==> src/hdl/lfhd_pkg.sv <==
`default_nettype none
// ----------------------------------------------------------------------------
// lfhd_pkg
// Shared types and constants of the link flap hold-down timer.
// ----------------------------------------------------------------------------
package lfhd_pkg;

    localparam int TIME_W  = 48;
    localparam int HOLD_W  = 24;
    localparam int KIND_W  = 3;
    localparam int S_DATA_W = 56;
    localparam int M_DATA_W = 56;
    localparam int APB_AW  = 3;
    localparam int APB_DW  = 32;

    localparam logic [HOLD_W-1:0] INITIAL_HOLD_RST = 24'd1000;
    localparam logic [HOLD_W-1:0] MAX_HOLD_RST     = 24'd60000;
    localparam logic [TIME_W-1:0] TIME_MAX         = {TIME_W{1'b1}};

    typedef enum logic [KIND_W-1:0] {
        REQ_QUERY      = 3'd0,
        REQ_SET_LINK   = 3'd1,
        REQ_LINK_DOWN  = 3'd2,
        REQ_START_HOLD = 3'd3,
        REQ_CLEAR_HOLD = 3'd4
    } t_req_kind;

    typedef enum logic {
        REG_INITIAL_HOLD = 1'b0,
        REG_MAX_HOLD     = 1'b1
    } t_reg_sel;

    typedef struct packed {
        logic              link_is_up;
        logic [TIME_W-1:0] hold_end_ms;
        logic              hold_pending;
        logic              hold_ended;
        logic              can_use_link;
        logic              changed;
    } t_result;

endpackage
`default_nettype wire

==> src/hdl/link_flap_hold_down_timer_top.sv <==
`default_nettype none
// ----------------------------------------------------------------------------
// link_flap_hold_down_timer_top
// Link flap dampening: hold-down timer with exponential backoff per link down.
//
//  channel   dir   handshake              payload
//  s (req)   in    i_s_tvalid/o_s_tready  tdata: now_ms, link_up; tuser: req_type
//  m (resp)  out   o_m_tvalid/i_m_tready  tdata: result flags and hold end time
//  apb       in    psel/penable/pready    initial_hold_ms @0x0, max_hold_ms @0x4
//
//  One request per cycle while o_s_tready is high; its response is registered and shows in the next cycle.
//  The state update and response are computed in the accepting cycle.
//  o_s_tready is high while the response register is empty or being drained.
//  Synchronous active-low reset clears state and loads register defaults.
// ----------------------------------------------------------------------------
module link_flap_hold_down_timer_top
    import lfhd_pkg::*;
(
    input  wire logic                i_clk,
    input  wire logic                i_rst_n,
    input  wire logic                i_s_tvalid,
    output      logic                o_s_tready,
    input  wire logic [S_DATA_W-1:0] i_s_tdata,  // [47:0] now_ms, [48] link_up, rest 0
    input  wire logic [KIND_W-1:0]   i_s_tuser,  // [2:0] req_type
    output      logic                o_m_tvalid,
    input  wire logic                i_m_tready,
    output      logic [M_DATA_W-1:0] o_m_tdata,  // [0] changed, [1] can_use_link,
                                                 // [2] hold_ended, [3] hold_pending,
                                                 // [51:4] hold_end_ms, [52] link_is_up
    input  wire logic                i_psel,
    input  wire logic                i_penable,
    input  wire logic                i_pwrite,
    input  wire logic [APB_AW-1:0]   i_paddr,
    input  wire logic [APB_DW-1:0]   i_pwdata,
    output      logic [APB_DW-1:0]   o_prdata,
    output      logic                o_pready
);

    logic [HOLD_W-1:0] r_initial_hold;
    logic [HOLD_W-1:0] r_max_hold;

    logic              r_up;
    logic              r_seen;
    logic [TIME_W-1:0] r_last;
    logic [HOLD_W-1:0] r_hold;
    logic              r_hold_set;
    logic [TIME_W-1:0] r_hold_until;

    logic              r_out_valid;
    t_result           r_out;

    logic              n_up;
    logic              n_seen;
    logic [TIME_W-1:0] n_last;
    logic [HOLD_W-1:0] n_hold;
    logic              n_hold_set;
    logic [TIME_W-1:0] n_hold_until;
    t_result           n_out;

    logic              accept;
    logic              cfg_wr;
    t_reg_sel          reg_sel;
    t_req_kind         kind;
    logic [TIME_W-1:0] now;
    logic              want_up;
    logic [TIME_W-1:0] elapsed;
    logic              repeat_flap;
    logic [HOLD_W:0]   doubled;
    logic [TIME_W:0]   end_sum;
    logic [TIME_W-1:0] end_sat;
    logic              start_ok;
    logic              old_ended;

    // APB
    assign o_pready = 1'b1;
    assign reg_sel  = t_reg_sel'(i_paddr[2]);
    assign cfg_wr   = i_psel && i_penable && i_pwrite;

    always_comb begin
        unique case (reg_sel)
            REG_INITIAL_HOLD: o_prdata = {{(APB_DW-HOLD_W){1'b0}}, r_initial_hold};
            REG_MAX_HOLD:     o_prdata = {{(APB_DW-HOLD_W){1'b0}}, r_max_hold};
            default:          o_prdata = '0;
        endcase
    end

    always_ff @(posedge i_clk) begin
        if (!i_rst_n) begin
            r_initial_hold <= INITIAL_HOLD_RST;
            r_max_hold     <= MAX_HOLD_RST;
        end else if (cfg_wr) begin
            unique case (reg_sel)
                REG_INITIAL_HOLD: r_initial_hold <= i_pwdata[HOLD_W-1:0];
                REG_MAX_HOLD:     r_max_hold     <= i_pwdata[HOLD_W-1:0];
                default:          r_max_hold     <= r_max_hold;
            endcase
        end
    end

    // request decode
    assign o_s_tready = !r_out_valid || i_m_tready;
    assign accept     = i_s_tvalid && o_s_tready;
    assign kind       = t_req_kind'(i_s_tuser);
    assign now        = i_s_tdata[TIME_W-1:0];
    assign want_up    = i_s_tdata[TIME_W];

    // link down backoff
    assign elapsed     = now - r_last;
    assign repeat_flap = r_seen && ((now < r_last) ||
                         ((elapsed[TIME_W-1:HOLD_W] == '0) &&
                          (elapsed[HOLD_W-1:0] < r_max_hold)));
    assign doubled     = {r_hold, 1'b0};

    // link-up hold end
    assign end_sum   = {1'b0, r_last} + {{(TIME_W-HOLD_W+1){1'b0}}, r_hold};
    assign end_sat   = end_sum[TIME_W] ? TIME_MAX : end_sum[TIME_W-1:0];
    assign start_ok  = r_seen && (now < end_sat);
    assign old_ended = r_hold_set && (now >= r_hold_until);

    always_comb begin
        n_up         = r_up;
        n_seen       = r_seen;
        n_last       = r_last;
        n_hold       = r_hold;
        n_hold_set   = r_hold_set;
        n_hold_until = r_hold_until;
        n_out        = '0;
        n_out.hold_ended = old_ended;
        unique case (kind)
            REQ_SET_LINK: begin
                n_up          = want_up;
                n_out.changed = (r_up != want_up);
            end
            REQ_LINK_DOWN: begin
                n_hold_set       = 1'b0;
                n_hold_until     = '0;
                n_last           = now;
                n_seen           = 1'b1;
                n_out.hold_ended = 1'b0;
                if (!repeat_flap) begin
                    n_hold = r_initial_hold;
                end else if (doubled < {1'b0, r_max_hold}) begin
                    n_hold = doubled[HOLD_W-1:0];
                end else begin
                    n_hold = r_max_hold;
                end
            end
            REQ_START_HOLD: begin
                if (start_ok) begin
                    n_hold_set       = 1'b1;
                    n_hold_until     = end_sat;
                    n_out.changed    = 1'b1;
                    n_out.hold_ended = 1'b0;
                end
            end
            REQ_CLEAR_HOLD: begin
                n_hold_set       = 1'b0;
                n_hold_until     = '0;
                n_out.hold_ended = 1'b0;
            end
            default: begin
            end
        endcase
        n_out.link_is_up   = n_up;
        n_out.hold_pending = n_hold_set;
        n_out.hold_end_ms  = n_hold_set ? n_hold_until : '0;
        n_out.can_use_link = n_up && (!n_hold_set || n_out.hold_ended);
    end

    always_ff @(posedge i_clk) begin
        if (!i_rst_n) begin
            r_up         <= 1'b0;
            r_seen       <= 1'b0;
            r_last       <= '0;
            r_hold       <= '0;
            r_hold_set   <= 1'b0;
            r_hold_until <= '0;
            r_out_valid  <= 1'b0;
        end else begin
            if (accept) begin
                r_up         <= n_up;
                r_seen       <= n_seen;
                r_last       <= n_last;
                r_hold       <= n_hold;
                r_hold_set   <= n_hold_set;
                r_hold_until <= n_hold_until;
                r_out_valid  <= 1'b1;
            end else if (i_m_tready) begin
                r_out_valid  <= 1'b0;
            end
        end
    end

    always_ff @(posedge i_clk) begin
        if (accept) begin
            r_out <= n_out;
        end
    end

    assign o_m_tvalid = r_out_valid;
    assign o_m_tdata  = {{(M_DATA_W-$bits(t_result)){1'b0}}, r_out};

endmodule
`default_nettype wire

==> config.mk <==
export PLATFORM = sky130hd
export DESIGN_NAME = link_flap_hold_down_timer_top
export DESIGN_NICKNAME = d
export VERILOG_FILES = /design/src/hdl/lfhd_pkg.sv /design/src/hdl/link_flap_hold_down_timer_top.sv
export SDC_FILE = /design/constraint.sdc
export NUM_CORES = 1
export LEC_CHECK = 0
export BUFFER_PORTS_ARGS = -buffer_cell sky130_fd_sc_hd__buf_4
export CAP_MARGIN = 30
export CORE_UTILIZATION = 61
export DETAILED_ROUTE_END_ITERATION = 10
export MAX_ROUTING_LAYER = met4
export PLACE_DENSITY = 0.92
export SETUP_SLACK_MARGIN = 0.4
export SLEW_MARGIN = 5
export SYNTH_ARGS = -nofsm -noshare
export SYNTH_HDL_FRONTEND = slang
export SYNTH_SLANG_ARGS = --single-unit
==> constraint.sdc <==
create_clock -name i_clk -period 8.02 [get_ports i_clk]
set_input_delay 0.401 -clock i_clk [delete_from_list [all_inputs] [get_ports i_clk]]
set_output_delay 0.401 -clock i_clk [all_outputs]
set_load 0.05 [all_outputs]
==> flow_summary.json <==
{
  "max-vdd-ir-drop_mv": 0.162,
  "cts_tree": "done",
  "synth_flop_cell": "dfxtp_1",
  "dp_hpwl_um": 39000,
  "rr_worst_depth": 23,
  "hold_end": "r_initial_hold[5]",
  "leakagePower_nw": 7.86,
  "end_kind": "flop",
  "track_usage": 0.354,
  "cp_max_fo": 27,
  "cts_buffers": 24,
  "syn_area_per_cell_sq_um": 8.07,
  "post_cts_buffers": 0,
  "vias": 16900,
  "rr_endpoint": "r_hold_until[1]",
  "crit_required_ps": 8470,
  "coreArea_sq_um": 28000,
  "drive_gt1_frac": 0.125,
  "grt_pass1_wl_um": 80800,
  "final_cell_area_sq_um": 19600,
  "r2r-start": "r_hold[0]",
  "regToRegSetupSlack_ps": 780,
  "seq_area_frac_synth": 0.288,
  "grt_pass1_vias": 15600,
  "place_area_sq_um": 18800,
  "crit_slowest_cell": "o41ai_1",
  "final_common_cell": "nand2_1",
  "crit_type": "reg -> reg",
  "area_delta_synth_final_pct": 12.3,
  "timing.critical_path.mode_cell": "a21o_1",
  "ant_nets": 0,
  "drc": 0,
  "fillCellCount": 2125,
  "slew_violations": 0,
  "hold_buffers": 0,
  "crit_path_start_kind": "flop",
  "wl_um": 51200,
  "dieArea_sq_um": 29300,
  "yosysTopAreaCell": "dfxtp_1",
  "synth.area.mux_share": 0.0184,
  "async_flop_share": 0,
  "tightest_slew_ps": 1000,
  "synth_top_area_frac": 0.197,
  "ctsLongestPathBuffers": 3,
  "fin_total_pwr_w": 0.00297,
  "worst_ep_arrival_time_ps": 7690,
  "hold_violations": 0,
  "clkLatencyLatePin_ps": 540,
  "hold_depth": 3,
  "finalClockSkew_ps": 15.2,
  "slew_headroom": 0.331,
  "path_cells": "ha_1, fa_1, a21o_1, a21oi_1, o21a_1, o41ai_1, a311o_1, a2111o_1, and4_2, buf_4, nor2_1, ha_1, a21o_1, a21o_1, a21oi_1, o21ai_0, nor3_1, a311oi_1, nor3_1, nand3_2, or2_2, buf_4, o2bb2ai_1",
  "synthXorXnorAreaFrac": 0.0301,
  "setup_tns_ps": 0,
  "wire_per_inst_um": 19.4,
  "post_cts_resized": 0,
  "die-width_um": 171,
  "antenna_found_initial": 1,
  "ios": 192,
  "cts.sinks": 225,
  "period_share": 0.903,
  "hp-class": "in -> reg",
  "synth_compound_area_frac": 0.252,
  "start_util": 0.624,
  "gp_congestion": 0.963,
  "drtIter0Drc": 1785,
  "period_needed_ps": 7240,
  "path_clk_slew_ps": 60,
  "power_density_nw_per_um2": 151,
  "finalSetupViolCount": 0,
  "cpPeakStageDelay_ps": 660,
  "synth-simple-area-share": 0.192,
  "die_h_um": 171,
  "root_buffer": "clkbuf_16",
  "hp-start": "i_pwdata[5]",
  "grt_setup_unrepaired": "false",
  "yosysUniqueCellTypes": 81,
  "synth-edff-count": 53,
  "grt_max_degree": 101,
  "synthCells": 2166,
  "row_count": 61,
  "routed_via_density": 6.40,
  "layout.nets": 2562,
  "synth.area.top_cells": "dfxtp_1, ha_1, edfxtp_1, a21oi_1, nand2_1",
  "port_buffers": 162,
  "yosys_warnings": 0,
  "htree_levels": 1,
  "drv_cap": 0,
  "first_pass_iters": 6,
  "synth-seq-cells": 225,
  "final_cell_mix": "nand2_1, ha_1, a21oi_1",
  "synth_area_sq_um": 17500,
  "fmax_mhz": 138,
  "grt-ovfl-total": 0,
  "synth_top_family_by_area": "compound AO/OA/AOI/OAI gates",
  "status": "complete, no violations",
  "synthAdderAreaFrac": 0.155
}
cells in the mapped netlist, types with 5 or more instances:
cell / count
nor4_1: 10
xnor2_1: 41
a2bb2o_1: 9
xor2_1: 19
o22ai_1: 8
buf_4: 12
nor3_1: 36
or2_2: 6
dfxtp_1: 172
inv_1: 146
and3_1: 38
o211ai_1: 17
o311ai_2: 20
clkbuf_1: 92
buf_1: 14
o2bb2ai_1: 39
nor2_1: 117
a21o_1: 88
or3_1: 8
nor2b_1: 14
nand2b_1: 15
edfxtp_1: 53
o21a_1: 25
o21bai_1: 11
o31ai_1: 5
ha_1: 213
a31oi_1: 16
mux2_2: 25
a2111oi_0: 9
a21oi_1: 205
o21ai_0: 108
a211oi_1: 13
a21boi_0: 6
nand4_1: 55
and2_1: 9
nand3_1: 129
nand2_1: 263
buf_2: 9
metal layers:
| layer | share of wire | track usage |
|---|---|---|
| met1 | 0.44 | 0.482 |
| met2 | 0.44 | 0.540 |
| met3 | 0.092 | 0.0525 |
| met4 | 0.030 | 0.108 |
| met5 | 0 | - |
report_power, final:
part           internal (W)  switching [W]
Sequential          0.00119      0.0000161
Combinational      0.000219       0.000392
Clock              0.000680       0.000475
Total               0.00208       0.000883
registers in the layout (all words and copies together) (netlist names):
name and count:
r_initial_hold 24, r_hold 24, o_m_tvalid 1, r_seen 1
r_hold_until 48, r_last 48, o_m_tdata 53, r_hold_set 1
r_up 1, r_max_hold 24
worst max-delay path: cells and delay by family, from the launching register on:
kind | cells | cell delay (ps)
AOI/OAI and AO/OA | 12 | 3020
adders and majority gates | 3 | 770
buffers and inverters | 2 | 650
DFF | 1 | 430
and+or+nand+nor | 6 | 2250
cell type report:
class                      count  area (sq um)  area share
sequential                   225          5030       0.257
multi-input combinational   1671         11400       0.579
timing repair buffer         176          1370      0.0700
clock inverter                12           158     0.00804
clock buffer                  32           661      0.0337
inverter                     148           556      0.0283
antenna                        1          2.50    0.000128
tap                          378           473      0.0241
how the worst max path moves through the flow:
stage | start | end | slack (ps) | cells after the start
6_report | r_hold[0] | r_hold_until[1] | 780 | 23
3_3_place_gp | i_s_tdata[0] | r_hold[1] | 930 | 28
2_1_floorplan | r_last[0] | r_hold_until[18] | 1990 | 26
3_5_place_dp | i_s_tdata[0] | r_hold[1] | 770 | 28
5_1_grt | r_hold[0] | r_hold_until[26] | 450 | 22
4_1_cts | r_hold[0] | r_hold_until[26] | 870 | 23
cells by family (layout without fill, tap and decap cells):
| kind of cell | Yosys count | after routing |
|---|---|---|
| other | 2 | 13 |
| flip-flops | 225 | 225 |
| multiplexers | 29 | 29 |
| XOR/XNOR | 60 | 60 |
| buffers and inverters | 280 | 368 |
| AND/OR/NAND/NOR | 714 | 714 |
| adder cells (fa/ha/maj) | 215 | 215 |
| AO/OA/AOI/OAI | 641 | 641 |
through the flow:
stage / util / cells / setup WS [ps] / hold WS [ps]
floorplan: - / 2176 / 1990 / 436
global placement: 0.669 / 2595 / 927 / 442
detailed placement: 0.671 / 2598 / 770 / 446
CTS: 0.700 / 2642 / 870 / 81.7
global route: 0.700 / 2643 / 446 / 103
finish: 0.700 / 2643 / 778 / 94.7
(Power assumes the default switching activity.)
